--- config.mk ---
export PLATFORM = sky130hd
export DESIGN_NAME = tiled_to_linear_address_core
export DESIGN_NICKNAME = d
export VERILOG_FILES = /design/src/rtl/tla_pkg.sv /design/src/rtl/tiled_to_linear_address_core.sv
export SDC_FILE = /design/constraint.sdc
export NUM_CORES = 1
export LEC_CHECK = 0
export ABC_AREA = 0
export ABC_CLOCK_PERIOD_IN_PS = 5900
export BUFFER_PORTS_ARGS = -buffer_cell sky130_fd_sc_hd__buf_2
export CAP_MARGIN = 20
export CORE_AREA = 8 8 281 391
export CTS_CLUSTER_SIZE = 14
export DETAILED_ROUTE_END_ITERATION = 8
export DIE_AREA = 0 0 289 399
export REMOVE_ABC_BUFFERS = 1
export SLEW_MARGIN = 0
export SYNTH_ARGS = -nofsm -noshare
export SYNTH_HDL_FRONTEND = slang
export SYNTH_SLANG_ARGS = --single-unit
--- constraint.sdc ---
create_clock -name clock -period 5.9 [get_ports clock]
set_input_delay 0.295 -clock clock [delete_from_list [all_inputs] [get_ports clock]]
set_output_delay 0.295 -clock clock [all_outputs]
set_load 0.005 [all_outputs]
--- src/rtl/tla_pkg.sv ---
// ----------------------------------------------------------------------------
// tla_pkg
// Shared types and constants of the tiled-to-linear address generator:
// beat layouts, register indexes, register widths and reset values.
// ----------------------------------------------------------------------------
package tla_pkg;

   // Dimension limit default (pixels)
   localparam int MAX_DIMENSION_DEF = 4096;

   // Field widths
   localparam int COORD_W  = 12;
   localparam int DIM_W    = 13;
   localparam int PB_W     = 5;
   localparam int OFFSET_W = 28;

   // Beat layouts, padded to whole bytes
   localparam int REQ_DATA_W = 24;
   localparam int RSP_DATA_W = 64;
   localparam int RSP_PAD_W  = RSP_DATA_W - (2 * OFFSET_W + 1);

   // Configuration port
   localparam int CSR_ADDR_W = 2;
   localparam int CSR_DATA_W = DIM_W;

   typedef enum logic [CSR_ADDR_W-1:0] {
      CSR_IMAGE_WIDTH  = 2'd0,
      CSR_IMAGE_HEIGHT = 2'd1,
      CSR_PIXEL_BYTES  = 2'd2,
      CSR_SPLIT_MODE   = 2'd3
   } csr_index_type;

   // Register reset values
   localparam logic [DIM_W-1:0] WIDTH_RST  = 13'd64;
   localparam logic [DIM_W-1:0] HEIGHT_RST = 13'd64;
   localparam logic [PB_W-1:0]  PB_RST     = 5'd4;
   localparam logic             SPLIT_RST  = 1'b0;

   // Alignment: width a multiple of 16, height a multiple of 8
   localparam logic [DIM_W-1:0] WIDTH_ALIGN_MASK  = 13'h000F;
   localparam logic [DIM_W-1:0] HEIGHT_ALIGN_MASK = 13'h0007;

endpackage

--- src/rtl/tiled_to_linear_address_core.sv ---
// ----------------------------------------------------------------------------
// tiled_to_linear_address_core
// Per-pixel address generator: byte offset in a 4x4-tiled source buffer
// (plain or two-half split layout) and in the linear image.
// ----------------------------------------------------------------------------
// Usage:
//   req_* carries one pixel coordinate per beat; rsp_* returns one beat per
//   request with the tiled source offset, the linear offset and an outside
//   flag (offsets are zero when the coordinate lies outside the image).
//   csr_* sets width, height, bytes per pixel and split mode; write only
//   while no request is in flight. Width and height are clamped to
//   MAX_DIMENSION and rounded down to multiples of 16 and 8 on the write.
//   Throughput: one beat per cycle unless stalled; three register stages
//   (products, sums, bytes-per-pixel scaling), each stage with its own valid bit.
//   Stall: when rsp_tready is low the stages fill up and req_tready drops
//   once all three hold a beat; nothing is dropped or repeated.
//   Reset (synchronous): empties the pipe and restores 64x64, 4 bytes per
//   pixel, plain tiling.
// ----------------------------------------------------------------------------
module tiled_to_linear_address_core #(
   parameter int MAX_DIMENSION = tla_pkg::MAX_DIMENSION_DEF
) (
   input  logic                             clock,
   input  logic                             reset,
   // req_tdata: pixel_x [11:0], pixel_y [23:12]
   input  logic                             req_tvalid,
   output logic                             req_tready,
   input  logic [tla_pkg::REQ_DATA_W-1:0]   req_tdata,
   // rsp_tdata: source_offset [27:0], linear_offset [55:28],
   //            outside_image [56], zero [63:57]
   output logic                             rsp_tvalid,
   input  logic                             rsp_tready,
   output logic [tla_pkg::RSP_DATA_W-1:0]   rsp_tdata,
   input  logic                             csr_wr_en,
   input  logic [tla_pkg::CSR_ADDR_W-1:0]   csr_addr,
   input  logic [tla_pkg::CSR_DATA_W-1:0]   csr_wdata
);
   import tla_pkg::*;

   localparam logic [DIM_W+1:0] MaxDim = (DIM_W+2)'(MAX_DIMENSION);

   // Clamp to the dimension limit, then drop the unaligned low bits
   function automatic logic [DIM_W-1:0] limit_dim(input logic [DIM_W-1:0] v,
                                                  input logic [DIM_W-1:0] mask);
      logic [DIM_W-1:0] res;
      res = v;
      if ({2'b00, v} > MaxDim) begin
         res = MaxDim[DIM_W-1:0];
      end
      return res & ~mask;
   endfunction

   // Configuration registers
   logic [DIM_W-1:0] width_ff, height_ff;
   logic [PB_W-1:0]  pb_ff;
   logic             split_ff;
   csr_index_type    csr_idx;

   assign csr_idx = csr_index_type'(csr_addr);

   always_ff @(posedge clock) begin
      if (reset) begin
         width_ff  <= limit_dim(WIDTH_RST, WIDTH_ALIGN_MASK);
         height_ff <= limit_dim(HEIGHT_RST, HEIGHT_ALIGN_MASK);
         pb_ff     <= PB_RST;
         split_ff  <= SPLIT_RST;
      end else if (csr_wr_en) begin
         unique case (csr_idx)
            CSR_IMAGE_WIDTH:  width_ff  <= limit_dim(csr_wdata, WIDTH_ALIGN_MASK);
            CSR_IMAGE_HEIGHT: height_ff <= limit_dim(csr_wdata, HEIGHT_ALIGN_MASK);
            CSR_PIXEL_BYTES:  pb_ff     <= csr_wdata[PB_W-1:0];
            CSR_SPLIT_MODE:   split_ff  <= csr_wdata[0];
            default: ;
         endcase
      end
   end

   // Stage enables: a stage loads when empty or when its beat moves on
   logic v1_ff, v2_ff, v3_ff;
   logic en1, en2, en3;

   assign en3        = !v3_ff || rsp_tready;
   assign en2        = !v2_ff || en3;
   assign en1        = !v1_ff || en2;
   assign req_tready = en1;

   always_ff @(posedge clock) begin
      if (reset) begin
         v1_ff <= 1'b0;
         v2_ff <= 1'b0;
         v3_ff <= 1'b0;
      end else begin
         if (en1) v1_ff <= req_tvalid;
         if (en2) v2_ff <= v1_ff;
         if (en3) v3_ff <= v2_ff;
      end
   end

   // Stage 1: coordinate split and the three products
   logic [COORD_W-1:0] px, py;
   logic [10:0]        tiles_x;
   logic [9:0]         half_rows;
   logic [9:0]         row_sel;
   logic               half_sel;
   logic [20:0]        half_prod;

   logic [24:0] lin_prod_in,  lin_prod_ff;
   logic [20:0] half_term_in, half_term_ff;
   logic [20:0] row_prod_in,  row_prod_ff;
   logic [9:0]  col_in,       col_ff;
   logic [3:0]  inner_in,     inner_ff;
   logic [COORD_W-1:0] x1_ff;
   logic        outside_in,   out1_ff;

   always_comb begin
      px        = req_tdata[COORD_W-1:0];
      py        = req_tdata[2*COORD_W-1:COORD_W];
      tiles_x   = width_ff[DIM_W-1:2];
      half_rows = height_ff[DIM_W-1:3];
      // split: half = (row bit 0) xor (column bit 1)
      half_sel  = split_ff && (py[2] ^ px[3]);
      row_sel   = split_ff ? {1'b0, py[COORD_W-1:3]} : py[COORD_W-1:2];
      col_in    = split_ff ? {px[COORD_W-1:4], py[2], px[2]} : px[COORD_W-1:2];
      inner_in  = {py[1:0], px[1:0]};
      half_prod = {11'b0, half_rows} * {10'b0, tiles_x};
      half_term_in = half_sel ? half_prod : 21'd0;
      row_prod_in  = {11'b0, row_sel} * {10'b0, tiles_x};
      lin_prod_in  = {13'b0, py} * {12'b0, width_ff};
      outside_in   = ({1'b0, px} >= width_ff) || ({1'b0, py} >= height_ff);
   end

   always_ff @(posedge clock) begin
      if (en1) begin
         lin_prod_ff  <= lin_prod_in;
         half_term_ff <= half_term_in;
         row_prod_ff  <= row_prod_in;
         col_ff       <= col_in;
         inner_ff     <= inner_in;
         x1_ff        <= px;
         out1_ff      <= outside_in;
      end
   end

   // Stage 2: pixel indexes in both layouts
   logic [21:0] src_tile;
   logic [25:0] src_pix_in, src_pix_ff;
   logic [25:0] lin_pix_in, lin_pix_ff;
   logic        out2_ff;

   always_comb begin
      src_tile   = {1'b0, half_term_ff} + {1'b0, row_prod_ff} + {12'b0, col_ff};
      src_pix_in = {src_tile, inner_ff};
      lin_pix_in = {1'b0, lin_prod_ff} + {14'b0, x1_ff};
   end

   always_ff @(posedge clock) begin
      if (en2) begin
         src_pix_ff <= src_pix_in;
         lin_pix_ff <= lin_pix_in;
         out2_ff    <= out1_ff;
      end
   end

   // Stage 3: scale by bytes per pixel, wrap to the offset width
   logic [30:0]         src_byte, lin_byte;
   logic [OFFSET_W-1:0] src_off_in, src_off_ff;
   logic [OFFSET_W-1:0] lin_off_in, lin_off_ff;
   logic                out3_ff;

   always_comb begin
      src_byte   = {5'b0, src_pix_ff} * {26'b0, pb_ff};
      lin_byte   = {5'b0, lin_pix_ff} * {26'b0, pb_ff};
      src_off_in = out2_ff ? '0 : src_byte[OFFSET_W-1:0];
      lin_off_in = out2_ff ? '0 : lin_byte[OFFSET_W-1:0];
   end

   always_ff @(posedge clock) begin
      if (en3) begin
         src_off_ff <= src_off_in;
         lin_off_ff <= lin_off_in;
         out3_ff    <= out2_ff;
      end
   end

   assign rsp_tvalid = v3_ff;
   assign rsp_tdata  = {{RSP_PAD_W{1'b0}}, out3_ff, lin_off_ff, src_off_ff};

endmodule

==> summary.md, run 1 <==
| Metric | Value |
|---|---|
| Fin util | `0.2774` |
| Gpl congestion | `roughly 0.9` |
| Initial antenna violation count | `4` |
| ANT nets after route | `0` |
| Multi-input logic area | `0.01756 mm²` |
| Max Root-Sink Buffers | `3` |
| Post-CTS Resized | `0` |
| Largest net degree at the start of global routing | `61` |
| Gr ovfl total | `0` |
| Synthesized area | `0.02574 mm²` |
| Routed WL per cell | `14.55 µm` |
| Detailed-route via count | `18,690` |
| Max FO, Critical Path | `25` |
| DRC viols | `0` |
| Slew of the pin with the lowest slew margin | `0.9708 ns` |
| HP Class | `in -> reg` |
| Die area | `about 0.12 mm²` |
| Post-Synth XOR/XNOR Area | `0.03948` |
| Die width | `289 µm` |
| Drt first-iter violations | `772` |
| Fin crit share | `0.8742` |
| Worst endpoint required time | `~6.2 ns` |
| Synth cell types | `79` |
| Simple-gate portion of the synthesized area | `0.1711` |
| HPWL after DPL | `50,770 µm` |
| Post-Route WL | `61,060 µm` |
| Max-cap violations | `0` |
| Floorplan core area | `0.1037 mm²` |
| Num CTS Buffers | `24` |
| Final clock skew | `0.01608 ns` |
| Post-Synth Adder-Cell Area | `0.3728` |
| Sequential share of the synthesized area | `0.2318` |
| Final hold violation count | `0` |
| Vias in the first global route | `19,520` |
| Area Overhead vs Synth | `11.77%` |
| Floorplan row count | `140` |
| Post-synthesis register bit count | `208` |
| Global Route Usage Sum | `0.1063` |
| Pleak | `13.98 nW` |
| Max VDD drop | `199.2 µV` |
| Starting density of the core | `0.2482` |
| CTS root buf | `clkbuf_16` |
| Worst slew margin | `0.3519` |
| Number of clock sinks | `208` |
| Max Clock Freq | `0.1939 GHz` |
| Fin crit period | `5.158 ns` |
| First-pass GRT wire length | `99,950 µm` |
| YS warnings | `0` |
| Die height | `399 µm` |
| Worst-path cell chain | `buf_4, mux2i_1, buf_4, nand2b_1, fa_1, fa_1, inv_1, fa_1, inv_1, fa_1, inv_1, ha_1, o21a_1, o31a_1, o21ai_1, a21oi_1, a2111o_1, a21oi_1, xnor2_1` |
| Synth Instances | `2,749` |
| Dpl cell area | `0.02783 mm²` |
| Fillers | `~11,000` |
| Clock tree from TritonCTS | `built` |
| Number of synthesized flops with an enable pin | `180` |
| Worst skew pair latency | `~0.56 ns` |
| RSZ-0062 raised after global routing | `no` |
| Power Dens Cells | `184.7 mW/mm²` |
| Avg Cell Area, Syn | `9.362 µm²` |
| Worst path bufs/invs | `5` |
| Top-level port count | `110` |
| Ys async rst share | `0` |
| Storage element area | `0.005966 mm²` |
| Mux contribution to synthesized area | `0.01113` |
| Critical path's top delay family | `adder cells` |
| Synth top area share | `0.2590` |
| Setup Crit Path Kind | `reg -> reg` |
| Largest family of logic cells by synthesized area | `adder cells` |
| Outcome | `complete, no violations` |
| Total Neg Setup Slack | `0 ns` |
| Slowest stage delay, CP | `~0.5 ns` |
| Post-route cell area | `between 0.02 and 0.03 mm²` |
| Worst Setup Slack, final | `0.7423 ns` |
| Final count of negative-setup-slack endpoints | `0` |
| Post-synthesis compound-gate area fraction | `0.08654` |
| DR vias/cell | `roughly 4.5` |
| Pins Over Slew Limit | `0` |
| Arrival time worst endpoint | `5.46 ns` |
| Pre-CTS setup slack | `0.7566 ns` |
| Synth Flop Type | `edfxtp_1` |
| CP max stage cell | `fa_1` |
| Synth area leaders | `fa_1, edfxtp_1, ha_1, inv_1, and2_1` |
| Layout Nets | `3,442` |
| Htree depth | `1` |
| Clock transition at path regs | `0.06 ns` |
| Most used cell along the critical path | `fa_1` |
| Port Buf Inserts | `102` |
| Startpoint class of the critical path | `register` |
| Layout cell share with drive strength beyond 1 | `0.07619` |
| Crit path capture type | `register` |
| R2R Setup Slk | `0.74 ns` |
| Post-synth top area cell | `fa_1` |
| DR pass1 iterations | `5` |
[report_power, final]
group / total [mW] / switching (mW) / internal [mW]
clock network: 1.51 / 0.654 / 0.852
logic: 1.86 / 1.09 / 0.767
registers: 1.95 / 0.150 / 1.80
total: 5.31 / 1.90 / 3.42
[through the flow]
step           instances  hold slack, ns  total power, mW
2_1_floorplan       2653          0.3641            3.323
3_3_place_gp        4141          0.4038            3.827
6_report            4198         0.04276            5.314
4_1_cts             4195        0.006563            5.405
5_1_grt             4197         0.01731            5.727
3_5_place_dp        4141          0.4054            3.853
[routing by layer]
metal	wire length (µm)	up-vias	global-route usage	part of all wire
met5	9	-	0	0.00015
met3	2400	126	0.01079	0.039
met1	24240	9316	0.1197	0.40
met4	2666	2	0.04694	0.044
li1	-	8896	-	-
met2	31750	346	0.2003	0.52
[what timing repair did]
action / in CTS / in global routing
hold buffers: 11 / 0
endpoints found under the hold margin: 11 / 0
setup buffers: 0 / 0
[state kept, by name, summed over array words and instances (netlist names), 4 cells and up]
register,cells
lin_off_ff,26
inner_ff,4
col_ff,10
half_term_ff,19
lin_pix_ff,23
src_off_ff,28
src_pix_ff,26
pb_ff,5
width_ff,9
row_prod_ff,19
height_ff,10
lin_prod_ff,21
[cell families (layout without fill, tap and decap cells)]
kind of cell | count (synthesis) | in the layout
compound gates | 334 | 334
xor+xnor | 116 | 116
fa+ha+maj | 567 | 567
buf+inv | 586 | 679
flops | 208 | 208
mux | 27 | 27
other cells | 1 | 8
simple gates | 910 | 910
[cells in the mapped netlist, types with 15 or more instances]
| cell | number |
|---|---|
| dfxtp_1 | 28 |
| o21bai_1 | 15 |
| inv_1 | 483 |
| nor2b_1 | 35 |
| nor3_1 | 20 |
| nand3_1 | 27 |
| fa_1 | 333 |
| o21ai_0 | 36 |
| edfxtp_1 | 180 |
| xor2_1 | 41 |
| xnor2_1 | 75 |
| o21a_1 | 16 |
| a21oi_1 | 108 |
| o21ai_1 | 18 |
| a21o_1 | 45 |
| and2_1 | 246 |
| nor2_1 | 211 |
| ha_1 | 234 |
| nand2_1 | 296 |
| clkbuf_1 | 86 |
[layout by cell type, fill, tap and decap left out, types with 15 or more instances in the layout]
| cell | Yosys | final |
|---|---|---|
| a21oi_1 | 108 | 108 |
| nand3_1 | 27 | 27 |
| fa_1 | 333 | 333 |
| a21o_1 | 45 | 45 |
| o21bai_1 | 15 | 15 |
| o21ai_1 | 18 | 18 |
| dfxtp_1 | 28 | 28 |
| xor2_1 | 41 | 41 |
| buf_4 | 10 | 36 |
| buf_2 | 1 | 102 |
| nand2_1 | 296 | 295 |
| nor2b_1 | 35 | 35 |
| edfxtp_1 | 180 | 180 |
| ha_1 | 234 | 234 |
| and2_1 | 246 | 246 |
| o21ai_0 | 36 | 36 |
| inv_1 | 483 | 481 |
| nor3_1 | 20 | 20 |
| nor2_1 | 211 | 211 |
| xnor2_1 | 75 | 75 |
| o21a_1 | 16 | 16 |
| clkbuf_16 | 0 | 25 |
[worst reg2reg max path: stages (launching register included)]
cell      delay (ns)
dfxtp_1         0.31
buf_4           0.30
mux2i_1         0.42
buf_4           0.22
nand2b_1        0.14
fa_1            0.43
fa_1            0.49
inv_1           0.05
fa_1            0.47
inv_1           0.05
fa_1            0.47
inv_1           0.04
ha_1            0.31
o21a_1          0.13
o31a_1          0.11
o21ai_1         0.21
a21oi_1         0.12
a2111o_1        0.37
a21oi_1         0.18
xnor2_1         0.08
[area by class of cell]
| type | count | area share |
|---|---|---|
| repair buffers | 152 | 0.03288 |
| flip-flops and latches | 208 | 0.2074 |
| clock buffers | 30 | 0.02310 |
| well taps | 1349 | 0.05868 |
| clock inverters | 13 | 0.004176 |
| multi-input cells | 1961 | 0.6105 |
| inverters | 484 | 0.06316 |
| diodes | 1 | 0.00008699 |
[worst paths after layout]
check	start	end	cells after the start
max	split_ff$_SDFFE_PP0P_	row_prod_ff[20]$_DFFE_PP_	19
min	req_tdata[3]	x1_ff[3]$_DFFE_PP_	1
max reg2reg	split_ff$_SDFFE_PP0P_	row_prod_ff[20]$_DFFE_PP_	19
min reg2reg	col_ff[1]$_DFFE_PP_	src_pix_ff[5]$_DFFE_PP_	0
(Power assumes the default switching activity.)
==> run 2: changes to the inputs <==
CORE_AREA = 8 8 463 238   (was 8 8 281 391)
CTS_BUF_LIST = sky130_fd_sc_hd__clkbuf_16   (was unset)
CTS_CLUSTER_SIZE = 8   (was 14)
DIE_AREA = 0 0 471 246   (was 0 0 289 399)
==> run 2 against run 1 <==
Net effect: fmax is 7.3% lower; core utilization is 0.071 points higher; via count hardly changed; sequential share of layout area is 0.072 points lower; final area is 0.39% higher; critical path depth is 3 lower; non-clock buffer count is 5 higher; clock power is 8% higher; worst hold slack worse by 0.020 ns; register-to-register slack worse by 0.40 ns; critical path type unchanged; largest power group unchanged.
==> summary.md, run 2 (synthesis gave the netlist of run 1 again) <==
| Metric | Value |
|---|---|
| DR pass1 iterations | `5 (unchanged)` |
| Biggest regs | `src_off_ff (28), lin_off_ff (26), src_pix_ff (26)` |
| HPWL after DPL | `55,790 µm (+9.9%)` |
| Worst skew pair latency | `0.62 ns (+0.06 ns)` |
| Drt first-iter violations | `1,441 (+87%)` |
| Max FFs per register | `28 (unchanged)` |
| Worst endpoint required time | `6.25 ns (+0.05 ns)` |
| Area Overhead vs Synth | `12.21%` |
| Slew of the pin with the lowest slew margin | `1.110 ns (+0.1392 ns)` |
| Final clock skew | `0.02651 ns (+0.01043 ns)` |
| Num CTS Buffers | `30 (+25%)` |
| Outcome | `complete, no violations` |
| Final hold violation count | `0 (unchanged)` |
| Internal power | `3.473 mW (+1.6%)` |
| Clock Power Share | `0.297 (+0.014)` |
| Port Buf Inserts | `102 (unchanged)` |
| Total Neg Setup Slack | `0 ns (unchanged)` |
| Startpoint class of the critical path | `register` |
| Largest Register | `src_off_ff` |
| Max Root-Sink Buffers | `3 (unchanged)` |
| Max-cap violations | `0 (unchanged)` |
| Number of clock sinks | `208 (unchanged)` |
| Detailed-route via count | `18,670 (-0.080%)` |
| Most frequent cells in the layout | `inv_1, fa_1, nand2_1, and2_1, ha_1` |
| Clock tree from TritonCTS | `built` |
| Layout cell share with drive strength beyond 1 | `0.07504 (-0.001159)` |
| Switching Share | `0.3691 (+0.01231)` |
| Htree depth | `1 (unchanged)` |
| Floorplan row count | `84 (-40%)` |
| DR vias/cell | `4.415 (-0.81%)` |
| Pleak | `14.05 nW (+0.47%)` |
| Gr ovfl total | `0 (unchanged)` |
| Setup Crit Path Kind | `reg -> reg` |
| Pins Over Slew Limit | `0 (unchanged)` |
| Comb pwr share | `0.345 (-0.005)` |
| Fin crit share | `0.9428 (+0.06864)` |
| Seq pwr share | `0.358 (-0.009)` |
| Floorplan core area | `0.1038 mm² (+0.14%)` |
| Die width | `471 µm (+63%)` |
| Clock transition at path regs | `0.06 ns (about the same)` |
| Max VDD drop | `247.6 µV (+24%)` |
| First-pass GRT wire length | `110,200 µm (+10%)` |
| Max Clock Freq | `0.1798 GHz (-7.3%)` |
| Most common cell after layout, fill and taps aside | `inv_1` |
| Hold_ws | `0.02289 ns (-0.01987 ns)` |
| HP Class | `in -> reg` |
| Worst slew margin | `0.2600 (-0.09191)` |
| Post-Route WL | `68,340 µm (+12%)` |
| Layout Nets | `3,453 (+0.32%)` |
| Starting density of the core | `0.2478 (-0.0003349)` |
| RSZ-0062 raised after global routing | `no` |
| Max FO, Critical Path | `19 (-24%)` |
| Die area | `0.1159 mm² (+0.48%)` |
| Fin crit period | `5.563 ns (+0.4050 ns)` |
| Crit path capture type | `register` |
| Top-level port count | `110 (unchanged)` |
| Vias in the first global route | `18,960 (-2.9%)` |
| Initial antenna violation count | `2 (-2)` |
| DRC viols | `0 (unchanged)` |
| Global Route Usage Sum | `0.1181 (+0.01176)` |
| Power Dens Cells | `190.6 mW/mm² (+3.2%)` |
| Arrival time worst endpoint | `5.91 ns (+0.45 ns)` |
| Largest net degree at the start of global routing | `77 (+26%)` |
| Routed WL per cell | `16.16 µm (+11%)` |
| ANT nets after route | `0 (unchanged)` |
| Die height | `246 µm (-38%)` |
| Gpl congestion | `0.9068 (+0.69%)` |
| CTS root buf | `clkbuf_16` |
| Sw power | `2.032 mW (+7.2%)` |
| Final count of negative-setup-slack endpoints | `0 (unchanged)` |
run 2: changes by cell type in the layout (fill, tap and decap cells not counted), sizes merged:
cell	previous run	this run
buf	140	141
bufinv	1	0
clkbuf	31	30
clkinv	10	4
dlygate4sd3	11	16
inv	486	492
run 2: worst paths after layout:
path	depth (start not counted)	to	startpoint	slack (ns)
setup / recovery	16	row_prod_ff[17]$_DFFE_PP_	width_ff[4]$_SDFFE_PP0P_	0.34
hold / removal	4	rsp_tvalid$_SDFFE_PP0P_	rsp_tready	0.02
setup reg to reg	16	row_prod_ff[17]$_DFFE_PP_	width_ff[4]$_SDFFE_PP0P_	0.34
hold reg to reg	0	lin_pix_ff[3]$_DFFE_PP_	x1_ff[3]$_DFFE_PP_	0.41
run 2: layout make-up:
class | count | area (µm²)
Tap cell | 1376 | 1722
Antenna cell | 1 | 2.502
Fill cell | 11040 | 74960
Clock buffer | 30 | 750.7
Multi-Input combinational cell | 1961 | 17570
Inverter | 484 | 1817
Sequential cell | 208 | 5968
Timing Repair Buffer | 157 | 980.9
Clock inverter | 12 | 71.32
run 2: routing by layer:
metal  wire, µm  track usage  share of wire
met1      35510       0.1814           0.52
met3       6341      0.03944          0.093
met4        926      0.01491          0.014
met2      25450       0.1610           0.37
met5        117     0.006631         0.0017
run 2: metrics by stage:
step | std cells | area, µm² | utilization | setup WS, ns | power [mW]
after floorplan | 2653 | 25340 | - | 0.7894 | 3.323
after global placement | 4168 | 27860 | 0.2683 | 0.6232 | 3.860
after detailed placement | 4168 | 27860 | 0.2683 | 0.5073 | 3.885
after CTS | 4226 | 28840 | 0.2777 | 0.3584 | 5.574
after global routing | 4229 | 28880 | 0.2781 | 0.08434 | 5.935
final | 4229 | 28880 | 0.2781 | 0.3374 | 5.505
run 2: power by group through the flow:
stage	Clock [mW]	Combinational (mW)	Sequential [mW]
after CTS	1.69	1.91	1.97
after detailed placement	0	1.88	2.00
after global placement	0	1.86	2.00
after global routing	1.75	2.19	2.00
after floorplan	0	1.38	1.94
final	1.63	1.90	1.97
run 2: worst max-delay path, stage by stage, from the launching register on:
cell       delay (ns)
dfxtp_1          1.03
nand2_1          0.18
fa_1             0.58
inv_1            0.06
fa_1             0.49
inv_1            0.06
fa_1             0.50
fa_1             0.50
inv_1            0.04
ha_1             0.32
o21ai_0          0.12
o21ai_0          0.31
a21oi_1          0.16
o21ai_0          0.38
o21ai_0          0.24
o2bb2ai_1        0.19
xnor2_1          0.13
run 2: repair_timing:
item / 4_1_cts / 5_1_grt
endpoints found under the setup margin: 0 / 1
endpoints found under the hold margin: 17 / 0
hold buffers: 16 / 0
setup buffers: 0 / 0
resized for setup: 0 / 2
